$ cat config.mk
export PLATFORM = sky130hd
export DESIGN_NAME = ack_retransmit_tracker
export DESIGN_NICKNAME = d
export VERILOG_FILES = /design/src/hdl/art_pkg.sv /design/src/hdl/ack_retransmit_tracker.sv
export SDC_FILE = /design/constraint.sdc
export NUM_CORES = 2
export LEC_CHECK = 0
export ABC_AREA = 1
export BUFFER_PORTS_ARGS = -buffer_cell sky130_fd_sc_hd__buf_2
export CAP_MARGIN = 20
export CORE_MARGIN = 10
export CORE_UTILIZATION = 60
export DETAILED_ROUTE_END_ITERATION = 12
export PLACE_DENSITY = 0.77
export SETUP_SLACK_MARGIN = 0.3
export SYNTH_ARGS = -nofsm -noshare
export SYNTH_HDL_FRONTEND = slang
export SYNTH_SLANG_ARGS = --single-unit
export TNS_END_PERCENT = 10
$ cat constraint.sdc
create_clock -name clk -period 23.4 [get_ports clk]
set_input_delay 1.17 -clock clk [delete_from_list [all_inputs] [get_ports clk]]
set_output_delay 1.17 -clock clk [all_outputs]
set_load 0.02 [all_outputs]
$ cat src/hdl/art_pkg.sv
// Shared types and codes for the ack/retransmit tracker.
package art_pkg;

  // input item kinds (tuser)
  localparam logic [1:0] MODE_SEND = 2'd0;
  localparam logic [1:0] MODE_ACK  = 2'd1;
  localparam logic [1:0] MODE_SCAN = 2'd2;

  // result codes (tuser)
  localparam logic [2:0] EV_RECORDED    = 3'd0;
  localparam logic [2:0] EV_TABLE_FULL  = 3'd1;
  localparam logic [2:0] EV_ACK_MATCH   = 3'd2;
  localparam logic [2:0] EV_ACK_NOMATCH = 3'd3;
  localparam logic [2:0] EV_RESEND      = 3'd4;
  localparam logic [2:0] EV_RESEND_DROP = 3'd5;
  localparam logic [2:0] EV_SCAN_DONE   = 3'd6;

  // configuration register indexes
  localparam int unsigned     CFG_IDX_W          = 2;
  localparam int unsigned     CFG_DATA_W         = 16;
  localparam logic [CFG_IDX_W-1:0] CFG_RETRY_LIMIT    = 2'd0;
  localparam logic [CFG_IDX_W-1:0] CFG_RESEND_TIMEOUT = 2'd1;

  // reset values
  localparam logic [7:0]  RETRY_LIMIT_RST    = 8'd5;
  localparam logic [15:0] RESEND_TIMEOUT_RST = 16'd200;
  localparam logic [31:0] MIN_TRIP_RST       = 32'd100000;
  localparam logic [31:0] AVG_TRIP_RST       = 32'd50;
  localparam logic [31:0] MAX_TRIP_RST       = 32'd0;

  localparam logic [7:0]  RETRY_SAT = 8'hFF;

  // one table entry; key = {fragment_index, message_id}
  typedef struct packed {
    logic [31:0] key;
    logic [31:0] sent_time;
    logic [7:0]  retries;
  } entry_t;

endpackage

$ cat src/hdl/ack_retransmit_tracker.sv
// Top level: pending-ack table in a synchronous RAM, walked once per send, ack or scan item.
//
// Every item (send, ack or scan) walks the whole table through one RAM read
// port, one entry per cycle with read and check overlapped, except while a
// resend word waits for room on the result channel; a scan may emit one
// resend word per table entry along the way. An item of the unused kind is
// taken and gives nothing. The single read port of the table sets the pace
// of the walk. The result register lets the next item be taken while the
// last word still waits. Valid bits live in flops and clear at reset; the
// RAM needs no clearing pass. Statistics on every word are the values after
// the item's own update.
module ack_retransmit_tracker #(
  parameter int unsigned ENTRIES = 32
) (
  input  logic                             clk,
  input  logic                             rst_n,
  // config write channel
  input  logic                             cfg_valid,
  output logic                             cfg_ready,
  input  logic [art_pkg::CFG_IDX_W-1:0]    cfg_index,
  input  logic [art_pkg::CFG_DATA_W-1:0]   cfg_data,
  // input stream
  input  logic                             in_tvalid,
  output logic                             in_tready,
  input  logic [63:0]                      in_tdata,  // message_id, fragment_index, now
  input  logic [1:0]                       in_tuser,  // mode
  // result stream
  output logic                             out_tvalid,
  input  logic                             out_tready,
  // out_message_id, out_fragment_index, round_trip, min_, avg_, max_round_trip
  output logic [159:0]                     out_tdata,
  output logic [2:0]                       out_tuser, // event_res
  output logic                             out_tlast
);
  import art_pkg::*;

  localparam int unsigned IDX_W = $clog2(ENTRIES);
  localparam int unsigned CNT_W = $clog2(ENTRIES + 1);

  typedef enum logic [1:0] {ST_IDLE, ST_WALK, ST_FINISH} state_t;

  // table RAM
  entry_t             mem [ENTRIES];
  entry_t             rdata_r;
  logic               rd_en;
  logic [IDX_W-1:0]   rd_addr;
  logic               wr_en;
  logic [IDX_W-1:0]   wr_addr;
  entry_t             wr_data;

  state_t             state_r, state_nxt;
  logic [1:0]         mode_r, mode_nxt;
  logic [31:0]        key_r, key_nxt;
  logic [31:0]        now_r, now_nxt;
  logic [CNT_W-1:0]   rd_cnt_r, rd_cnt_nxt;
  logic               p_vld_r, p_vld_nxt;
  logic [IDX_W-1:0]   p_idx_r, p_idx_nxt;
  logic               found_r, found_nxt;
  logic [IDX_W-1:0]   slot_r, slot_nxt;
  logic               free_found_r, free_found_nxt;
  logic [IDX_W-1:0]   free_idx_r, free_idx_nxt;
  logic [31:0]        trip_r, trip_nxt;
  logic [ENTRIES-1:0] valid_r, valid_nxt;
  logic [31:0]        min_r, min_nxt;
  logic [31:0]        avg_r, avg_nxt;
  logic [31:0]        max_r, max_nxt;
  logic [7:0]         limit_r, limit_nxt;
  logic [15:0]        timeout_r, timeout_nxt;
  logic               out_vld_r, out_vld_nxt;
  logic [2:0]         out_ev_r, out_ev_nxt;
  logic [31:0]        out_key_r, out_key_nxt;
  logic [31:0]        out_rt_r, out_rt_nxt;
  logic               out_last_r, out_last_nxt;

  logic               out_free;
  logic               p_v;
  logic [31:0]        age;
  logic               key_hit;
  logic               scan_hit;
  logic [7:0]         ret_inc;
  logic               drop;
  logic               stall;
  logic [32:0]        avg_sum;
  logic [IDX_W-1:0]   send_slot;

  assign cfg_ready  = 1'b1;
  assign in_tready  = (state_r == ST_IDLE);
  assign out_tvalid = out_vld_r;
  assign out_tuser  = out_ev_r;
  assign out_tlast  = out_last_r;
  assign out_tdata  = {max_r, avg_r, min_r, out_rt_r, out_key_r};

  assign out_free = !out_vld_r || out_tready;
  assign p_v      = valid_r[p_idx_r];
  assign age      = now_r - rdata_r.sent_time;
  assign key_hit  = p_vld_r && p_v && (rdata_r.key == key_r);
  assign scan_hit = p_vld_r && (mode_r == MODE_SCAN) && p_v && (age > {16'd0, timeout_r});
  assign ret_inc  = (rdata_r.retries == RETRY_SAT) ? rdata_r.retries : rdata_r.retries + 8'd1;
  assign drop     = (ret_inc >= limit_r);
  assign stall    = scan_hit && !out_free;
  assign avg_sum  = {1'b0, avg_r} + {1'b0, trip_r};
  assign send_slot = found_r ? slot_r : free_idx_r;

  always_comb begin
    state_nxt      = state_r;
    mode_nxt       = mode_r;
    key_nxt        = key_r;
    now_nxt        = now_r;
    rd_cnt_nxt     = rd_cnt_r;
    p_vld_nxt      = p_vld_r;
    p_idx_nxt      = p_idx_r;
    found_nxt      = found_r;
    slot_nxt       = slot_r;
    free_found_nxt = free_found_r;
    free_idx_nxt   = free_idx_r;
    trip_nxt       = trip_r;
    valid_nxt      = valid_r;
    min_nxt        = min_r;
    avg_nxt        = avg_r;
    max_nxt        = max_r;
    limit_nxt      = limit_r;
    timeout_nxt    = timeout_r;
    out_vld_nxt    = out_vld_r && !out_tready;
    out_ev_nxt     = out_ev_r;
    out_key_nxt    = out_key_r;
    out_rt_nxt     = out_rt_r;
    out_last_nxt   = out_last_r;
    rd_en          = 1'b0;
    rd_addr        = rd_cnt_r[IDX_W-1:0];
    wr_en          = 1'b0;
    wr_addr        = p_idx_r;
    wr_data        = '{key: rdata_r.key, sent_time: now_r, retries: ret_inc};

    if (cfg_valid) begin
      unique case (cfg_index)
        CFG_RETRY_LIMIT:    limit_nxt   = cfg_data[7:0];
        CFG_RESEND_TIMEOUT: timeout_nxt = cfg_data;
        default: ;
      endcase
    end

    unique case (state_r)
      ST_IDLE: begin
        if (in_tvalid) begin
          mode_nxt       = in_tuser;
          key_nxt        = {in_tdata[31:16], in_tdata[15:0]};
          now_nxt        = in_tdata[63:32];
          rd_cnt_nxt     = '0;
          p_vld_nxt      = 1'b0;
          found_nxt      = 1'b0;
          free_found_nxt = 1'b0;
          if (in_tuser == MODE_SEND || in_tuser == MODE_ACK || in_tuser == MODE_SCAN) begin
            state_nxt = ST_WALK;
          end
        end
      end

      ST_WALK: begin
        if (!stall) begin
          // read stage: issue the next entry
          if (rd_cnt_r != CNT_W'(ENTRIES)) begin
            rd_en      = 1'b1;
            p_vld_nxt  = 1'b1;
            p_idx_nxt  = rd_cnt_r[IDX_W-1:0];
            rd_cnt_nxt = rd_cnt_r + CNT_W'(1);
          end else begin
            p_vld_nxt = 1'b0;
          end
          // check stage: entry last read from the RAM
          if (p_vld_r) begin
            case (mode_r) inside
              MODE_SEND, MODE_ACK: begin
                if (key_hit && !found_r) begin
                  found_nxt = 1'b1;
                  slot_nxt  = p_idx_r;
                  trip_nxt  = age;
                end
                if (!p_v && !free_found_r) begin
                  free_found_nxt = 1'b1;
                  free_idx_nxt   = p_idx_r;
                end
              end
              default: begin
                if (scan_hit) begin
                  wr_en        = 1'b1;
                  out_vld_nxt  = 1'b1;
                  out_ev_nxt   = drop ? EV_RESEND_DROP : EV_RESEND;
                  out_key_nxt  = rdata_r.key;
                  out_rt_nxt   = '0;
                  out_last_nxt = 1'b0;
                  if (drop) valid_nxt[p_idx_r] = 1'b0;
                end
              end
            endcase
          end
        end
        if (rd_cnt_r == CNT_W'(ENTRIES) && !p_vld_r) state_nxt = ST_FINISH;
      end

      ST_FINISH: begin
        if (out_free) begin
          out_vld_nxt  = 1'b1;
          out_last_nxt = 1'b1;
          out_key_nxt  = key_r;
          out_rt_nxt   = '0;
          case (mode_r)
            MODE_SEND: begin
              if (found_r || free_found_r) begin
                wr_en      = 1'b1;
                wr_addr    = send_slot;
                wr_data    = '{key: key_r, sent_time: now_r, retries: 8'd0};
                valid_nxt[send_slot] = 1'b1;
                out_ev_nxt = EV_RECORDED;
              end else begin
                out_ev_nxt = EV_TABLE_FULL;
              end
            end
            MODE_ACK: begin
              if (found_r) begin
                if (trip_r < min_r) min_nxt = trip_r;
                if (trip_r > max_r) max_nxt = trip_r;
                avg_nxt    = avg_sum[32:1];
                valid_nxt[slot_r] = 1'b0;
                out_ev_nxt = EV_ACK_MATCH;
                out_rt_nxt = trip_r;
              end else begin
                out_ev_nxt = EV_ACK_NOMATCH;
              end
            end
            default: begin
              out_ev_nxt  = EV_SCAN_DONE;
              out_key_nxt = '0;
            end
          endcase
          state_nxt = ST_IDLE;
        end
      end

      default: state_nxt = ST_IDLE;
    endcase
  end

  always_ff @(posedge clk) begin
    if (!rst_n) begin
      state_r   <= ST_IDLE;
      p_vld_r   <= 1'b0;
      valid_r   <= '0;
      min_r     <= MIN_TRIP_RST;
      avg_r     <= AVG_TRIP_RST;
      max_r     <= MAX_TRIP_RST;
      limit_r   <= RETRY_LIMIT_RST;
      timeout_r <= RESEND_TIMEOUT_RST;
      out_vld_r <= 1'b0;
    end else begin
      state_r   <= state_nxt;
      p_vld_r   <= p_vld_nxt;
      valid_r   <= valid_nxt;
      min_r     <= min_nxt;
      avg_r     <= avg_nxt;
      max_r     <= max_nxt;
      limit_r   <= limit_nxt;
      timeout_r <= timeout_nxt;
      out_vld_r <= out_vld_nxt;
    end
    mode_r       <= mode_nxt;
    key_r        <= key_nxt;
    now_r        <= now_nxt;
    rd_cnt_r     <= rd_cnt_nxt;
    p_idx_r      <= p_idx_nxt;
    found_r      <= found_nxt;
    slot_r       <= slot_nxt;
    free_found_r <= free_found_nxt;
    free_idx_r   <= free_idx_nxt;
    trip_r       <= trip_nxt;
    out_ev_r     <= out_ev_nxt;
    out_key_r    <= out_key_nxt;
    out_rt_r     <= out_rt_nxt;
    out_last_r   <= out_last_nxt;
  end

  always_ff @(posedge clk) begin
    if (wr_en) mem[wr_addr] <= wr_data;
    if (rd_en) rdata_r <= mem[rd_addr];
  end

`ifndef SYNTHESIS
  // scan write-back targets the entry behind the one being read
  a_no_rw_collision: assert property (@(posedge clk) disable iff (!rst_n)
    (wr_en && rd_en) |-> (wr_addr != rd_addr))
    else $error("table read and write hit the same entry");

  a_done_key_zero: assert property (@(posedge clk) disable iff (!rst_n)
    (out_vld_r && out_ev_r == EV_SCAN_DONE) |-> (out_key_r == '0 && out_last_r))
    else $error("scan done word carries a key or lacks last");

  a_min_le_max: assert property (@(posedge clk) disable iff (!rst_n)
    (max_r != '0) |-> (min_r <= max_r))
    else $error("round trip minimum above maximum");

  a_ack_clears: assert property (@(posedge clk) disable iff (!rst_n)
    (state_r == ST_FINISH && out_free && mode_r == MODE_ACK && found_r)
      |=> !valid_r[$past(slot_r)])
    else $error("matched ack left its entry valid");

  a_scan_word_not_last: assert property (@(posedge clk) disable iff (!rst_n)
    (state_r == ST_WALK && out_vld_nxt && !out_vld_r) |-> !out_last_nxt)
    else $error("resend word marked last");
`endif

endmodule
==> flow_results.org <==
** Critical path
- Cell with the largest stage delay on the worst path :: sky130_fd_sc_hd__nor2_4
- Path depth of the worst reg2reg path :: 24
- Longest individual stage delay on the worst path :: around 1200 ps
- R2r setup slk :: ~16000 ps
- Sequence of cells on the critical path :: ha_1, nand2_1, inv_1, nand2_1, nand2_1, a21oi_1, nand2_2, xor2_1, ha_1, nand4_1, a31oi_1, nor2_1, nand2_1, nand2_1, nand2_1, nor2_1, nand2_1, nor2_2, nand2_2, nand3_1, o21ai_2, nand4_1, nor2_4, buf_4
- By instance count, the cell type seen most on the critical path is sky130_fd_sc_hd__nand2_1.
- In this run the critical register-to-register path is launched from now_r[8].
- Together, buffers and inverters on the worst path number 2.
- The worst register-to-register path ends at mem[16][3].
- By startpoint and endpoint, the worst setup path is classified as reg -> reg.
- Counting buffers and inverters, the worst setup path is 24 cells deep.
- Cell type group with the largest total delay on the critical path :: simple AND/OR/NAND/NOR gates
- Worst endpoint data arrival time :: 8070 ps
- STA classifies the critical path startpoint as a flip-flop.
- The worst setup path is captured at a flip-flop.
- For the worst setup path, the data required time is ~24000 ps.
- Along the worst path, the maximum fanout reaches 48.

** Global route
- The number of antenna violations at the first check in global routing came to 11.
- The via count of the first global-routing pass was around 75000.
- Wire length of the first global-routing pass :: around 470000 µm
- Residual overflow from global routing :: 0
- Largest net degree at the start of global routing :: approximately 230
- For this run, the total global-route usage over all layers was measured as 30.5%.

** Floorplanning
- The core region is between 150000 and 200000 µm².
- In this run the vertical extent of the chip is 451 µm.
- Die span in x :: 451 µm
- Die Area :: around 200000 µm²
- Num ports :: 256
- Once the floorplan was initialized, standard cells occupied roughly 60% of the core.
- Placement Rows :: between 150 and 200

** Clock network
- Buffers inserted to repair hold after CTS numbered 0.
- TritonCTS built the clock tree.
- The H-tree was split into 5 levels.
- The cell sitting at the root of the clock tree is a sky130_fd_sc_hd__clkbuf_16.
- TritonCTS created around 290 clock buffers.
- In this run the post-CTS setup repair buffer count came out at 0.
- The later pin in the worst-skew pair is clocked with a latency of slightly below 1000 ps.
- Number of gates resized after CTS :: 0
- Buffer depth of the longest clock path :: 4
- CTS saw roughly 2700 sinks.
- Clock input transition at the sequential cells of the worst setup and hold paths :: about 60 ps

** STA
- Time the worst path needs with I/O delays and setup :: 7550 ps
- The final hold violation count was 0.
- Slew at the pin closest to its max-slew limit :: between 1000 and 1500 ps
- On the final layout, the worst hold slack is just over 400 ps.
- Count of final max-slew check failures :: 0
- Static timing analysis puts the maximum clock frequency at between 100 and 150 MHz.
- Remaining max-slew budget at the tightest pin :: between 10% and 20%
- Setup violations remaining at the end of the flow were counted as 0.
- Of the available clock period, the critical path in the final layout requires around 32%.
- Unrepaired setup endpoints after global routing :: false
- Setup total negative slack on the finished layout was measured at 0 ps.
- On the final layout, the worst clock skew is slightly below 100 ps.

** Synthesis
- Number of distinct library cells after synthesis :: 62
- For this run, asynchronously set or reset flops after synthesis account for 0%.
- Number of enable flip-flop cells after synthesis :: between 2000 and 3000
- The cell area that synthesis handed to floorplanning was 111000 µm².
- Post-synthesis average cell area :: between 10 and 15 µm²
- In the synthesized netlist, the number of instances is about 9100.
- Seq cells post-synth :: ~2700
- After synthesis, flip-flops and latches occupy a little under three quarters of the total area.
- Yosys warns :: 0
- The number of nets handed over by synthesis was 9314.
- Prevailing post-synth register cell :: sky130_fd_sc_hd__edfxtp_1

** Power and ir drop
- Across the VDD grid, the largest voltage drop is about 0.00013 V.
- For this design the ratio of total power to cell area is 131 nW/µm².
- Leakage dissipation :: ~43 nW
- The clock network is responsible for around a quarter of the overall power.
- Summed over all nets, the switching power comes to ~0.0063 W.
- Combinational logic is responsible for between 30% and 40% of the overall power.
- The internal portion of the total power is approximately 0.01 W.
- Sequential Power Share :: 38.9%
- Switching fraction of total power :: between 30% and 40%

** Route
- Detail-routed net length per standard cell :: 26.8 µm
- The count of nets left with antenna violations once routing finished came out at 0.
- TritonRoute pass-1 iters :: 6
- Iteration-0 DRC count of the detailed router :: between 10000 and 15000
- In the routed layout, each cell is associated on average with a via count of 6.50.
- Via count :: about 78000
- DRC :: 0
- Drt total wl :: about 320000 µm

** Cells and area
- Leaving out fill and tap cells, the most frequent cells in the layout are sky130_fd_sc_hd__edfxtp_1 (2565), sky130_fd_sc_hd__nor2_1 (1409), sky130_fd_sc_hd__o21ai_0 (1333).
- The finished layout holds approximately 12000 standard cells, fillers aside.
- The library cell used most frequently in the layout, excluding fill and tap cells, is sky130_fd_sc_hd__edfxtp_1.
- The net count of the finished layout is about 9500.
- Area growth from synthesis to final layout :: 11.7%
- Share of final-layout standard cells stronger than drive strength 1 :: around a tenth

** Min path
- The path with the worst hold slack has its endpoint at key_r[31].
- The path class of the tightest hold or removal check is in -> reg.
- Min-Delay Path Depth :: 1
- In this run the most critical hold path is launched from in_tdata[31].

** Job
- Total of max-cap violations :: 0

** Placed design
- Sum of net half-perimeters after detailed placement :: 184000 µm
- Cell count after placement :: ~11000
- Number of buffer cells added on primary ports :: 254
- At the end of routability-driven placement, the weighted congestion stood at about 0.90.

** Status
- The run finished with clean final reports.
stage by stage:
step | worst slack (ps) | cell area [µm²] | total power [W] | util [%]
2_1_floorplan | 14930 | 111000 | 0.00981 | -
3_3_place_gp | 15850 | 115000 | 0.0118 | 62.4
3_5_place_dp | 15930 | 116000 | 0.0119 | 62.4
4_1_cts | 15920 | 124000 | 0.0161 | 67.0
5_1_grt | 15520 | 124000 | 0.0169 | 67.2
6_report | 15850 | 124000 | 0.0163 | 67.2
sequential cells by signal, summed over array words and instances, names as in the netlist, 2 cells and up:
name / flops
rd_cnt_r: 6
out_key_r: 32
mode_r: 2
slot_r: 5
key_r: 32
mem: 2304
avg_r: 32
now_r: 32
valid_r: 32
rdata_r: 72
state_r: 2
free_idx_r: 5
timeout_r: 16
out_rt_r: 32
p_idx_r: 5
min_r: 32
out_tuser: 3
trip_r: 32
limit_r: 8
max_r: 32
area by class of cell:
class,count,area [µm²]
clock buffers,350,7530
inverters,515,1960
flip-flops and latches,2721,80100
repair buffers,456,3110
fillers,12600,60600
well taps,2480,3100
diodes,1,2.50
multi-input cells,5303,27500
clock inverters,138,981
kinds of logic (layout without fill, tap and decap cells):
family	Yosys count	in the layout	synth area share [%]
other	1	2	0.00337
XOR/XNOR	52	52	0.409
AO/OA/AOI/OAI	2597	2597	13.3
flip-flops	2721	2721	72.0
buffers and inverters	1044	1459	3.59
AND/OR/NAND/NOR	2496	2496	8.94
adder cells (fa/ha/maj)	157	157	1.78
worst max path at each step:
stage	start	slack (ps)	endpoint
after global placement	now_r[14]	15850	mem[17][37]
after CTS	now_r[2]	15920	mem[16][3]
after floorplan	now_r[0]	14930	out_key_r[0]
after detailed placement	now_r[2]	15930	mem[16][38]
after global routing	now_r[4]	15520	mem[3][36]
final	now_r[8]	15850	mem[16][3]
synthesized netlist by cell type (15+ instances only):
cell type                     n  share of area, %
sky130_fd_sc_hd__xor2_1      37              0.29
sky130_fd_sc_hd__inv_1      505               1.7
sky130_fd_sc_hd__nand3_1    133              0.60
sky130_fd_sc_hd__buf_1       27             0.091
sky130_fd_sc_hd__a211oi_1    72              0.49
sky130_fd_sc_hd__ha_1       155               1.7
sky130_fd_sc_hd__nor3_1      24              0.11
sky130_fd_sc_hd__o21bai_1    22              0.15
sky130_fd_sc_hd__o211ai_1    23              0.16
sky130_fd_sc_hd__edfxtp_1  2565                69
sky130_fd_sc_hd__nand2_1    791               2.7
sky130_fd_sc_hd__nand4_1     25              0.14
sky130_fd_sc_hd__nor2_1    1446               4.9
sky130_fd_sc_hd__a22o_1      69              0.54
sky130_fd_sc_hd__dfxtp_1    156               2.8
sky130_fd_sc_hd__nand2_2     24              0.13
sky130_fd_sc_hd__xnor2_1     15              0.12
sky130_fd_sc_hd__clkbuf_1   486               1.6
sky130_fd_sc_hd__o22ai_1    601               3.4
sky130_fd_sc_hd__a21oi_1    285               1.3
sky130_fd_sc_hd__a221oi_1    87              0.68
sky130_fd_sc_hd__o21ai_0   1365               6.1
metal layers:
layer,vias to the layer above,track usage [%],share of wire [%]
li1,33600,-,-
met4,10,13.1,4.4
met1,37400,40.6,35
met5,-,0,0.019
met2,5839,47.6,46
met3,856,8.15,14
power groups by stage:
stage	clock (W)	combinational [W]	sequential, W
floorplan	0	0.00327	0.00654
global placement	0	0.00532	0.00645
detailed placement	0	0.00545	0.00645
CTS	0.00424	0.00551	0.00635
global route	0.00443	0.00612	0.00635
finish	0.00422	0.00573	0.00634
Power figures use the tool's default switching activity.
